File: config.mk
export PLATFORM = sky130hd
export DESIGN_NAME = text_window_scroller_unit
export DESIGN_NICKNAME = d
export VERILOG_FILES = /design/src/rtl/tws_pkg.sv /design/src/rtl/tws_tick_timer.sv /design/src/rtl/text_window_scroller_unit.sv
export SDC_FILE = /design/constraint.sdc
export NUM_CORES = 2
export LEC_CHECK = 0
export BUFFER_PORTS_ARGS = -buffer_cell sky130_fd_sc_hd__buf_2
export CAP_MARGIN = 10
export CORE_MARGIN = 4
export CORE_UTILIZATION = 60
export CTS_BUF_LIST = sky130_fd_sc_hd__clkbuf_4 sky130_fd_sc_hd__clkbuf_8
export DETAILED_ROUTE_END_ITERATION = 8
export PLACE_DENSITY = 0.76
export SYNTH_ARGS = -nofsm -noshare
export SYNTH_HDL_FRONTEND = slang
export SYNTH_SLANG_ARGS = --single-unit
File: constraint.sdc
create_clock -name clk -period 10.59 [get_ports clk]
set_input_delay 1.059 -clock clk [delete_from_list [all_inputs] [get_ports clk]]
set_output_delay 1.059 -clock clk [all_outputs]
set_load 0.02 [all_outputs]
File: src/rtl/tws_pkg.sv
// Shared constants, codes and types for the text window scroller.
// No dependencies; used by tws_tick_timer and text_window_scroller_unit.
package tws_pkg;

  localparam int MAX_TEXT   = 256;
  localparam int TEXT_AW    = $clog2(MAX_TEXT);
  localparam int LEN_W      = TEXT_AW + 1;
  localparam int MAX_WINDOW = 40;
  localparam int WIN_W      = 6;
  localparam int COL_W      = 7;
  localparam int ROW_W      = 2;
  localparam int CHAR_W     = 8;
  localparam int DWELL_W    = 16;
  localparam int TICK_W     = 17;
  localparam int CFG_IDX_W  = 3;
  localparam int CFG_DATA_W = 16;

  localparam logic [CHAR_W-1:0] SPACE_CODE = 8'h20;
  localparam logic [TICK_W-1:0] TICKS_MAX  = {TICK_W{1'b1}};

  localparam logic OP_LOAD = 1'b0;
  localparam logic OP_TICK = 1'b1;

  localparam logic [CFG_IDX_W-1:0] REG_ROW_NUMBER   = 3'd0;
  localparam logic [CFG_IDX_W-1:0] REG_FIRST_COLUMN = 3'd1;
  localparam logic [CFG_IDX_W-1:0] REG_WINDOW_LEN   = 3'd2;
  localparam logic [CFG_IDX_W-1:0] REG_END_DWELL    = 3'd3;
  localparam logic [CFG_IDX_W-1:0] REG_MID_DWELL    = 3'd4;

  typedef struct packed {
    logic tick;
    logic clear;
    logic use_end;
  } timer_ctl_t;

endpackage

File: src/rtl/tws_tick_timer.sv
// Elapsed tick counter with saturation and dwell compare.
// Depends on tws_pkg.
module tws_tick_timer (
  input  logic                        clk,
  input  logic                        rst_n,
  input  tws_pkg::timer_ctl_t         ctl,
  input  logic [tws_pkg::DWELL_W-1:0] end_dwell,
  input  logic [tws_pkg::DWELL_W-1:0] mid_dwell,
  output logic                        expired
);

  logic [tws_pkg::TICK_W-1:0]  elapsed_r;
  logic [tws_pkg::TICK_W-1:0]  elapsed_nxt;
  logic [tws_pkg::TICK_W-1:0]  elapsed_inc;
  logic [tws_pkg::DWELL_W-1:0] dwell;

  assign elapsed_inc = (elapsed_r == tws_pkg::TICKS_MAX) ? elapsed_r
                                                         : elapsed_r + 1'b1;
  assign dwell   = ctl.use_end ? end_dwell : mid_dwell;
  assign expired = elapsed_inc > tws_pkg::TICK_W'(dwell);

  always_comb begin
    elapsed_nxt = elapsed_r;
    priority if (ctl.clear) begin
      elapsed_nxt = '0;
    end else if (ctl.tick) begin
      elapsed_nxt = elapsed_inc;
    end
  end

  always_ff @(posedge clk) begin
    if (!rst_n) begin
      elapsed_r <= '0;
    end else begin
      elapsed_r <= elapsed_nxt;
    end
  end

  a_sat_hold: assert property (@(posedge clk) disable iff (!rst_n)
    (elapsed_r == tws_pkg::TICKS_MAX && ctl.tick && !ctl.clear)
      |=> elapsed_r == tws_pkg::TICKS_MAX)
    else $error("elapsed count left saturation");

  a_clear: assert property (@(posedge clk) disable iff (!rst_n)
    ctl.clear |=> elapsed_r == '0)
    else $error("elapsed count not cleared");

  a_tick_inc: assert property (@(posedge clk) disable iff (!rst_n)
    (ctl.tick && !ctl.clear && elapsed_r != tws_pkg::TICKS_MAX)
      |=> elapsed_r == $past(elapsed_r) + 1'b1)
    else $error("elapsed count did not advance");

endmodule

File: src/rtl/text_window_scroller_unit.sv
// Text window scroller top level: config registers, text store memory, window emitter.
// Depends on tws_pkg and tws_tick_timer.
// A load without the last flag or a tick that does not step gives no result.
// A window write emits W cells (W = effective window length, 1..40) once the accept
// enters S_EMIT: one cell is read from the one-port text memory per cycle, via rd_data_r.
// Throughput: one item per cycle when idle; busy covers the window write and its drain.
// Synchronous active-low reset clears control state and loads register defaults;
// the text memory is not cleared. Results cannot be stalled by the receiver.
module text_window_scroller_unit (
  input  logic                           clk,
  input  logic                           rst_n,
  input  logic                           start,
  output logic                           busy,
  input  logic                           in_opcode,
  input  logic [7:0]                     in_char_value,
  input  logic                           in_last_char,
  output logic                           out_strobe,
  output logic [1:0]                     out_row,
  output logic [6:0]                     out_column,
  output logic [7:0]                     out_glyph,
  output logic                           out_window_end,
  input  logic                           cfg_we,
  input  logic [tws_pkg::CFG_IDX_W-1:0]  cfg_index,
  input  logic [tws_pkg::CFG_DATA_W-1:0] cfg_data
);

  typedef enum logic [1:0] {
    S_IDLE = 2'b01,
    S_EMIT = 2'b10
  } state_t;

  state_t state_r, state_nxt;

  logic [tws_pkg::ROW_W-1:0]   row_r;
  logic [tws_pkg::WIN_W-1:0]   first_col_r;
  logic [tws_pkg::WIN_W-1:0]   win_len_r;
  logic [tws_pkg::DWELL_W-1:0] end_dwell_r;
  logic [tws_pkg::DWELL_W-1:0] mid_dwell_r;

  logic [tws_pkg::CHAR_W-1:0]  text_mem [tws_pkg::MAX_TEXT];
  logic [tws_pkg::CHAR_W-1:0]  rd_data_r;

  logic [tws_pkg::LEN_W-1:0]   load_pos_r, load_pos_nxt;
  logic [tws_pkg::LEN_W-1:0]   text_len_r, text_len_nxt;
  logic [tws_pkg::TEXT_AW-1:0] offset_r, offset_nxt;
  logic [tws_pkg::WIN_W-1:0]   cell_r, cell_nxt;

  logic                        p1_valid_r;
  logic                        p1_pad_r;
  logic                        p1_end_r;
  logic [tws_pkg::COL_W-1:0]   p1_col_r;
  logic [tws_pkg::ROW_W-1:0]   p1_row_r;

  logic                        accept, load_acc, tick_acc, mem_we, emit_go;
  logic                        scrolling, at_end, at_limit, last_cell, expired;
  logic [tws_pkg::WIN_W-1:0]   win_eff;
  logic [tws_pkg::LEN_W-1:0]   limit, rd_idx, load_pos_inc;
  logic [tws_pkg::TEXT_AW-1:0] offset_scroll;
  tws_pkg::timer_ctl_t         timer_ctl;

  always_comb begin
    priority if (win_len_r == '0) begin
      win_eff = tws_pkg::WIN_W'(1);
    end else if (win_len_r > tws_pkg::WIN_W'(tws_pkg::MAX_WINDOW)) begin
      win_eff = tws_pkg::WIN_W'(tws_pkg::MAX_WINDOW);
    end else begin
      win_eff = win_len_r;
    end
  end

  assign busy     = (state_r != S_IDLE) || p1_valid_r;
  assign accept   = start && !busy;
  assign load_acc = accept && (in_opcode == tws_pkg::OP_LOAD);
  assign tick_acc = accept && (in_opcode == tws_pkg::OP_TICK);
  assign mem_we   = load_acc && (load_pos_r < tws_pkg::LEN_W'(tws_pkg::MAX_TEXT));
  assign load_pos_inc = load_pos_r + tws_pkg::LEN_W'(mem_we);

  assign scrolling = text_len_r > tws_pkg::LEN_W'(win_eff);
  assign limit     = text_len_r - tws_pkg::LEN_W'(win_eff);
  assign at_limit  = tws_pkg::LEN_W'(offset_r) >= limit;
  assign at_end    = (offset_r == '0) || at_limit;
  assign offset_scroll = ((offset_r != '0) && at_limit) ? '0 : offset_r + 1'b1;

  assign timer_ctl.tick    = tick_acc;
  assign timer_ctl.clear   = emit_go;
  assign timer_ctl.use_end = at_end;

  tws_tick_timer u_timer (
    .clk       (clk),
    .rst_n     (rst_n),
    .ctl       (timer_ctl),
    .end_dwell (end_dwell_r),
    .mid_dwell (mid_dwell_r),
    .expired   (expired)
  );

  assign emit_go = (load_acc && in_last_char) || (tick_acc && scrolling && expired);

  assign rd_idx    = tws_pkg::LEN_W'(offset_r) + tws_pkg::LEN_W'(cell_r);
  assign last_cell = cell_r == (win_eff - 1'b1);

  always_comb begin
    state_nxt    = state_r;
    load_pos_nxt = load_pos_r;
    text_len_nxt = text_len_r;
    offset_nxt   = offset_r;
    cell_nxt     = cell_r;
    unique case (state_r)
      S_IDLE: begin
        if (load_acc) begin
          load_pos_nxt = load_pos_inc;
          if (in_last_char) begin
            text_len_nxt = load_pos_inc;
            load_pos_nxt = '0;
            offset_nxt   = '0;
          end
        end else if (emit_go) begin
          offset_nxt = offset_scroll;
        end
        if (emit_go) begin
          cell_nxt  = '0;
          state_nxt = S_EMIT;
        end
      end
      S_EMIT: begin
        cell_nxt = cell_r + 1'b1;
        if (last_cell) begin
          state_nxt = S_IDLE;
        end
      end
      default: begin
        state_nxt = S_IDLE;
      end
    endcase
  end

  always_ff @(posedge clk) begin
    if (!rst_n) begin
      state_r     <= S_IDLE;
      load_pos_r  <= '0;
      text_len_r  <= '0;
      offset_r    <= '0;
      cell_r      <= '0;
      p1_valid_r  <= 1'b0;
      row_r       <= '0;
      first_col_r <= '0;
      win_len_r   <= tws_pkg::WIN_W'(16);
      end_dwell_r <= tws_pkg::DWELL_W'(1500);
      mid_dwell_r <= tws_pkg::DWELL_W'(300);
    end else begin
      state_r    <= state_nxt;
      load_pos_r <= load_pos_nxt;
      text_len_r <= text_len_nxt;
      offset_r   <= offset_nxt;
      cell_r     <= cell_nxt;
      p1_valid_r <= (state_r == S_EMIT);
      if (cfg_we) begin
        unique case (cfg_index)
          tws_pkg::REG_ROW_NUMBER:   row_r       <= cfg_data[tws_pkg::ROW_W-1:0];
          tws_pkg::REG_FIRST_COLUMN: first_col_r <= cfg_data[tws_pkg::WIN_W-1:0];
          tws_pkg::REG_WINDOW_LEN:   win_len_r   <= cfg_data[tws_pkg::WIN_W-1:0];
          tws_pkg::REG_END_DWELL:    end_dwell_r <= cfg_data;
          tws_pkg::REG_MID_DWELL:    mid_dwell_r <= cfg_data;
          default: begin
          end
        endcase
      end
    end
  end

  always_ff @(posedge clk) begin
    p1_pad_r <= rd_idx >= text_len_r;
    p1_end_r <= last_cell;
    p1_col_r <= tws_pkg::COL_W'(first_col_r) + tws_pkg::COL_W'(cell_r);
    p1_row_r <= row_r;
  end

  always_ff @(posedge clk) begin
    if (mem_we) begin
      text_mem[load_pos_r[tws_pkg::TEXT_AW-1:0]] <= in_char_value;
    end
  end

  always_ff @(posedge clk) begin
    if (state_r == S_EMIT) begin
      rd_data_r <= text_mem[rd_idx[tws_pkg::TEXT_AW-1:0]];
    end
  end

  assign out_strobe     = p1_valid_r;
  assign out_row        = p1_row_r;
  assign out_column     = p1_col_r;
  assign out_glyph      = p1_pad_r ? tws_pkg::SPACE_CODE : rd_data_r;
  assign out_window_end = p1_valid_r && p1_end_r;

  a_go_emit: assert property (@(posedge clk) disable iff (!rst_n)
    emit_go |=> state_r == S_EMIT)
    else $error("window write did not start");

  a_cell_range: assert property (@(posedge clk) disable iff (!rst_n)
    state_r == S_EMIT |-> cell_r < win_eff)
    else $error("cell counter past window");

  a_end_follows: assert property (@(posedge clk) disable iff (!rst_n)
    (state_r == S_EMIT && last_cell) |=> out_window_end)
    else $error("window end marker missing");

  a_no_accept_out: assert property (@(posedge clk) disable iff (!rst_n)
    out_strobe |-> busy)
    else $error("result while idle");

endmodule
# == Yosys cells after proc, flatten, opt, wreduce, memory -nomap -nowiden ==
# Memory sizes are Yosys's and may differ from the RTL's. A register that Yosys moved wholly into a read port is not among the register bits.
# Index checks and enable logic that the tools add are counted.
# classes
reduce_logical,30
add_sub_neg,8
mux,17
bitwise,2
magnitude_cmp,6
n_eq_ne,12
# ops
operator,n
$mux W8,5
$mux W6,3
$add A17 B1 Y17 const B,1
$eq A17 B17 Y1 const B,1
$gt A17 B16 Y1,1
$mux W17,1
$mux W16,1
$reduce_and A2 Y1,8
$pmux W6 S2,1
$add A8 B6 Y9,1
$add A9 B1 Y9,1
$ge A8 B9 Y1,1
$ge A9 B9 Y1,1
$gt A9 B6 Y1,1
$logic_and A1 B1 Y1,9
$lt A9 B9 Y1 const B,1
$mux W9,1
$sub A9 B6 Y9,1
$add A8 B1 Y8 const B,1
$logic_not A8 Y1,1
$reduce_bool A8 Y1,1
$add A6 B6 Y7,1
$add A6 B1 Y6 const B,1
$eq A3 B2 Y1 const B,2
20 further kinds,29
# word_totals
ramBits,2048
reg_bits,109
input_bits,33
memories,1
output_inout_bits,20
# memory_table
name,depth,word_bits,rd,rd_ports_with_merged_regs,write_ports,line_no,rtl
text_mem,256,8,1,1,1,text_window_scroller_unit.sv:40,logic [tws_pkg::CHAR_W-1:0] text_mem [tws_pkg::MAX_TEXT];

# == Depth between registers and ports, before layout ==
# depth
ltp_word,12
mapped_depth,29
depth_no_buf,26

# == Cells and area by module ==
# From an unflattened synthesis, not the netlist that was laid out.
# unflattened
hier_cells,4741
hier_area_um2,87212.4
# by_module_without_submodules
mod,cells_each,n_inst,area_each_um2
text_window_scroller_unit,4531,1,85530.8
tws_tick_timer,210,1,1681.6

# == Least setup slack after synthesis ==
# No wires, ideal clock.
# synth_path
path_kind,register -> register
startpoint,register win_len_r[4] in the netlist's numbering
endpoint,register state_r[1]
required_time_ns,10.475
path_stages_with_launch,29
slack_ns,4.954
n_path_buf,3
setup_ns,0.115
arrival_ns,5.522
cell_sequence,dfxtp_1 nor2_1 a21oi_1 nor2_1 a21oi_1 inv_1 ha_1 fa_1 o21ai_0 a221oi_1 xnor2_1 ha_1 a21o_1 a21oi_1 o21ai_0 a21boi_0 buf_2 buf_4 mux2i_1 ha_1 a21o_1 a21o_1 a221oi_1 o221ai_1 a211o_1 a21oi_2 buf_2 inv_1 o21a_1
# synth_via
elab_chain_cells,12
elab_cells_between_ends,18
# synth_rtl
item,line_no,rtl
"start, declared",text_window_scroller_unit.sv:36,logic [tws_pkg::WIN_W-1:0] win_len_r;
"start signal, assigned",text_window_scroller_unit.sv:147,win_len_r <= tws_pkg::WIN_W'(16);
"start signal, assigned",text_window_scroller_unit.sv:161,tws_pkg::REG_WINDOW_LEN: win_len_r <= cfg_data[tws_pkg::WIN_W-1:0];
$gt A6 B6 Y1,text_window_scroller_unit.sv:64,end else if (win_len_r > tws_pkg::WIN_W'(tws_pkg::MAX_WINDOW)) begin
$mux W6,text_window_scroller_unit.sv:64,
$mux W6 *,text_window_scroller_unit.sv:62,priority if (win_len_r == '0) begin
$sub A9 B6 Y9,text_window_scroller_unit.sv:79,assign limit = text_len_r - tws_pkg::LEN_W'(win_eff);
$ge A8 B9 Y1,text_window_scroller_unit.sv:80,assign at_limit = tws_pkg::LEN_W'(offset_r) >= limit;
$logic_or A1 B1 Y1,text_window_scroller_unit.sv:81,assign at_end = (offset_r == '0) || at_limit;
$mux W16,tws_tick_timer.sv:19,assign dwell = ctl.use_end ? end_dwell : mid_dwell;
$gt A17 B16 Y1,tws_tick_timer.sv:20,assign expired = elapsed_inc > tws_pkg::TICK_W'(dwell);
$logic_and A1 B1 Y1,text_window_scroller_unit.sv:97,assign emit_go = (load_acc && in_last_char) || (tick_acc && scrolling && expired);
$logic_or A1 B1 Y1,text_window_scroller_unit.sv:97,
$ne A2 B2 Y1 (no source line),-,
$reduce_and A2 Y1 (no source line) *,-,
"end signal, assigned",text_window_scroller_unit.sv:151,state_r <= state_nxt;
"end, declared",text_window_scroller_unit.sv:32,"state_t state_r, state_nxt;"
# Mark *: on every way between the ends. The rest lies on a longest branch, timed or not.
# A chain may end at the register's enable or synchronous reset.

# == Worst setup path in the final report ==
# layout_path
startpoint,register win_len_r[4] in the netlist's numbering
endpoint,register u_timer.elapsed_r[2] in the netlist's numbering
# layout_via
elab_chain_cells,11
elab_cells_between_ends,14
# layout_rtl
item,line_no,rtl
$gt A6 B6 Y1,text_window_scroller_unit.sv:64,
$mux W6,text_window_scroller_unit.sv:64,
$mux W6 *,text_window_scroller_unit.sv:62,
$sub A9 B6 Y9,text_window_scroller_unit.sv:79,
$ge A8 B9 Y1,text_window_scroller_unit.sv:80,
$logic_or A1 B1 Y1,text_window_scroller_unit.sv:81,
$mux W16,tws_tick_timer.sv:19,
$gt A17 B16 Y1,tws_tick_timer.sv:20,
$logic_and A1 B1 Y1 *,text_window_scroller_unit.sv:97,
$logic_or A1 B1 Y1 *,text_window_scroller_unit.sv:97,
$reduce_or A2 Y1 (no source line) *,-,
"end signal, assigned",tws_tick_timer.sv:35,elapsed_r <= elapsed_nxt;
"end, declared",tws_tick_timer.sv:12,logic [tws_pkg::TICK_W-1:0] elapsed_r;
# Marked as above.

==> flow_summary.json <==
{
  "outcome": "complete, no violations",
  "hold_class": "in -> reg",
  "wl_mm": 201,
  "fin_crit_ns": 7.35,
  "max_slew_margin": 0.154,
  "vdd_drop_max_v": 0.000158,
  "final_cells": 7077,
  "leakage_nw": 29.3,
  "drt_pre_antenna_iters": 6,
  "drive_gt1_frac": 0.224,
  "io_buffer_count": 52,
  "synth-async-reset-ratio": 0,
  "r2r_slack_ns": 3.24,
  "finalClockSkew_ns": 0.0538,
  "cts.sinks": 2165,
  "grt_max_degree": 166,
  "busiest_layer": "met2",
  "cts_root_buffer": "clkbuf_8",
  "timing.final.crit_share": 0.694,
  "synthesis.instances": 4772,
  "synth_cell_types": 62,
  "grt_pass1_vias": 45900,
  "row_count": 138,
  "placed_cells": 6500,
  "cts_max_level": 5,
  "ff2ff_path_depth": 25,
  "yosys_warnings": 0,
  "grtUsageTotal": 0.275,
  "slowest_delay_ns": 0.98,
  "synthFlopType": "edfxtp_1",
  "hold_depth": 3,
  "finalSetupTns_ns": 0,
  "critical_path_class": "reg -> reg",
  "antenna_found_initial": 5,
  "cp.arrival_ns": 8.31,
  "rsz0062_at_grt": "false",
  "die_h_um": 386,
  "vias": 45800,
  "use_met1": 0.397,
  "io_pins": 53,
  "worstSkewPairLatency_ns": 1.04,
  "timing.rr.end": "u_timer.elapsed_r[2]",
  "cts.path.max_buffers": 4,
  "final_antenna_net_count": 0,
  "grt_pass1_wl_mm": 300,
  "nets": 5052,
  "ctsResizeCount": 0,
  "cp_common_cell": "a21oi_1",
  "tightest_slew_ns": 1.27,
  "grtUsageMet3": 0.0654,
  "post_drt_wl_per_cell_um": 28.4,
  "cts_made_buffers": 345,
  "via_per_inst": 6.47,
  "required_ns": 11.55,
  "synth-edff-count": 2056,
  "ys_ff_latch": 2165,
  "gp_congestion": 0.895,
  "holdBufCountCts": 0,
  "ys_seq_area_frac": 0.744,
  "hold_path_end": "end_dwell_r[6]",
  "start_util": 0.605,
  "core-area_um2": 142000,
  "crit_path_max_fanout": 17,
  "finalSetupViolCount": 0,
  "drt_iter0_markers": 6253,
  "drc": 0,
  "hold_viol_final": 0,
  "layout-area-overhead-vs-synth_pct": 9.74,
  "cts_tree": "yes",
  "min_from": "cfg_data[6]",
  "dp_hpwl_mm": 114,
  "syn_area_um2": 85900,
  "die_x_um": 386,
  "slew_violations": 0,
  "start_kind": "flip-flop",
  "gr-total-overflow": 0,
  "r2r_start": "win_len_r[4]",
  "maxCapViolCount": 0,
  "end_kind": "flip-flop",
  "die_area_um2": 149000,
  "p_per_area_nw_per_um2": 173,
  "syn_avg_cell_area_um2": 18.0,
  "clock.fmax_ghz": 0.136,
  "slowest_stage": "a21boi_2",
  "cts_setup_buffers": 0,
  "clkTransAtPathRegs_ns": 0.07,
  "met2_usage": 0.414,
  "syn-num-nets": 4867
}
-- final cells by class --
type / count / area (µm²)
multi-input cells: 2308 / 20800
fillers: 9204 / 47700
clock buffers: 469 / 5720
well taps: 1890 / 2360
inverters: 36 / 143
repair buffers: 101 / 774
flip-flops and latches: 2165 / 63900
diodes: 5 / 12.5
clock inverters: 103 / 527
-- how the worst max path moves through the flow --
| stage | startpoint | endpoint | slack [ns] | cells after the start |
|---|---|---|---|---|
| 2_1_floorplan | win_len_r[4] | state_r[1] | 4.95 | 28 |
| 3_3_place_gp | win_len_r[4] | u_timer.elapsed_r[1] | 3.41 | 25 |
| 3_5_place_dp | win_len_r[4] | u_timer.elapsed_r[1] | 3.32 | 25 |
| 4_1_cts | win_len_r[4] | u_timer.elapsed_r[1] | 3.28 | 25 |
| 5_1_grt | win_len_r[4] | u_timer.elapsed_r[2] | 2.62 | 25 |
| 6_report | win_len_r[4] | u_timer.elapsed_r[2] | 3.24 | 25 |
-- cells by family after synthesis --
logic type,share of synthesized area
flip-flops,0.744
AND/OR/NAND/NOR,0.0744
multiplexers,0.138
buffers and inverters,0.0148
AO/OA/AOI/OAI,0.0132
adder cells (fa/ha/maj),0.00929
XOR/XNOR,0.00610
-- layer usage --
metal	routed length, µm	part of all wire
met1	77200	0.38
met3	22000	0.11
met2	94400	0.47
met5	27	0.00013
met4	7650	0.038
-- sequential cells by signal (all words and copies together) (netlist names), 2 cells and up --
name               cells
u_timer.elapsed_r     17
rd_data_r              8
load_pos_r             9
mid_dwell_r           16
offset_r               8
out_row                2
row_r                  2
first_col_r            6
end_dwell_r           16
text_mem            2048
out_column             7
cell_r                 6
text_len_r             9
win_len_r              6
state_r                2
-- synth_stat cells, drive strengths merged, types with 11 or more instances --
master / n / share of area
edfxtp: 2056 / 0.72
nand2: 656 / 0.029
mux4: 512 / 0.13
nor2: 338 / 0.015
nand3: 300 / 0.017
clkbuf: 176 / 0.0077
dfxtp: 109 / 0.025
buf: 87 / 0.0055
nand4: 72 / 0.0052
a21oi: 64 / 0.0038
ha: 59 / 0.0086
xnor2: 42 / 0.0047
inv: 35 / 0.0015
a22oi: 33 / 0.0029
mux2i: 30 / 0.0035
o21ai: 26 / 0.0015
and3: 18 / 0.0013
nor2b: 17 / 0.0012
xor2: 14 / 0.0014
a21o: 12 / 0.0010
nor3: 11 / 0.00076
-- power breakdown --
group	switching [W]	total (W)	internal, W
clock network	0.00310	0.00664	0.00354
logic	0.000210	0.000261	0.0000507
registers	0.00000724	0.00938	0.00938
total	0.00332	0.0163	0.0130
-- per-stage QoR --
step	hold WS [ns]	worst slack, ns	util	power [W]	cell area (µm²)
2_1_floorplan	0.330	4.95	-	0.00964	85900
3_5_place_dp	0.337	3.32	0.620	0.00982	88000
3_3_place_gp	0.336	3.41	0.620	0.00981	88000
6_report	0.250	3.24	0.664	0.0163	94300
5_1_grt	0.220	2.62	0.664	0.0168	94300
4_1_cts	0.164	3.28	0.664	0.0164	94300
-- critical path: cells and delay by family (launching register included) --
family | cells | cell delay, ns
flip-flops | 1 | 0.42
multiplexers | 1 | 0.29
AO/OA/AOI/OAI | 15 | 4.38
XOR/XNOR | 1 | 0.16
AND/OR/NAND/NOR | 3 | 0.69
adder cells (fa/ha/maj) | 4 | 1.22
buffers and inverters | 1 | 0.08
-- layout by cell type (no fill, tap or decap), types with 12 or more instances in the layout --
cell type  synthesis  final
a21o_1            12     12
a21oi_1           63     63
a22oi_1           33     33
and3_1            18     18
buf_2             62     44
buf_4             12     43
clkbuf_4           0    117
clkbuf_8           0    359
clkinv_1           1     68
clkinv_2           0     24
dfxtp_1          109    109
edfxtp_1        2056   2056
ha_1              59     58
inv_1             33     33
mux2i_1           30     30
mux4_2           512    512
nand2_1          656    647
nand3_1          300    296
nand4_1           72     72
nor2_1           336    336
nor2b_1           17     17
o21ai_0           26     26
xnor2_1           39     39
xor2_1            14     14
Power figures use the tool's default switching activity.
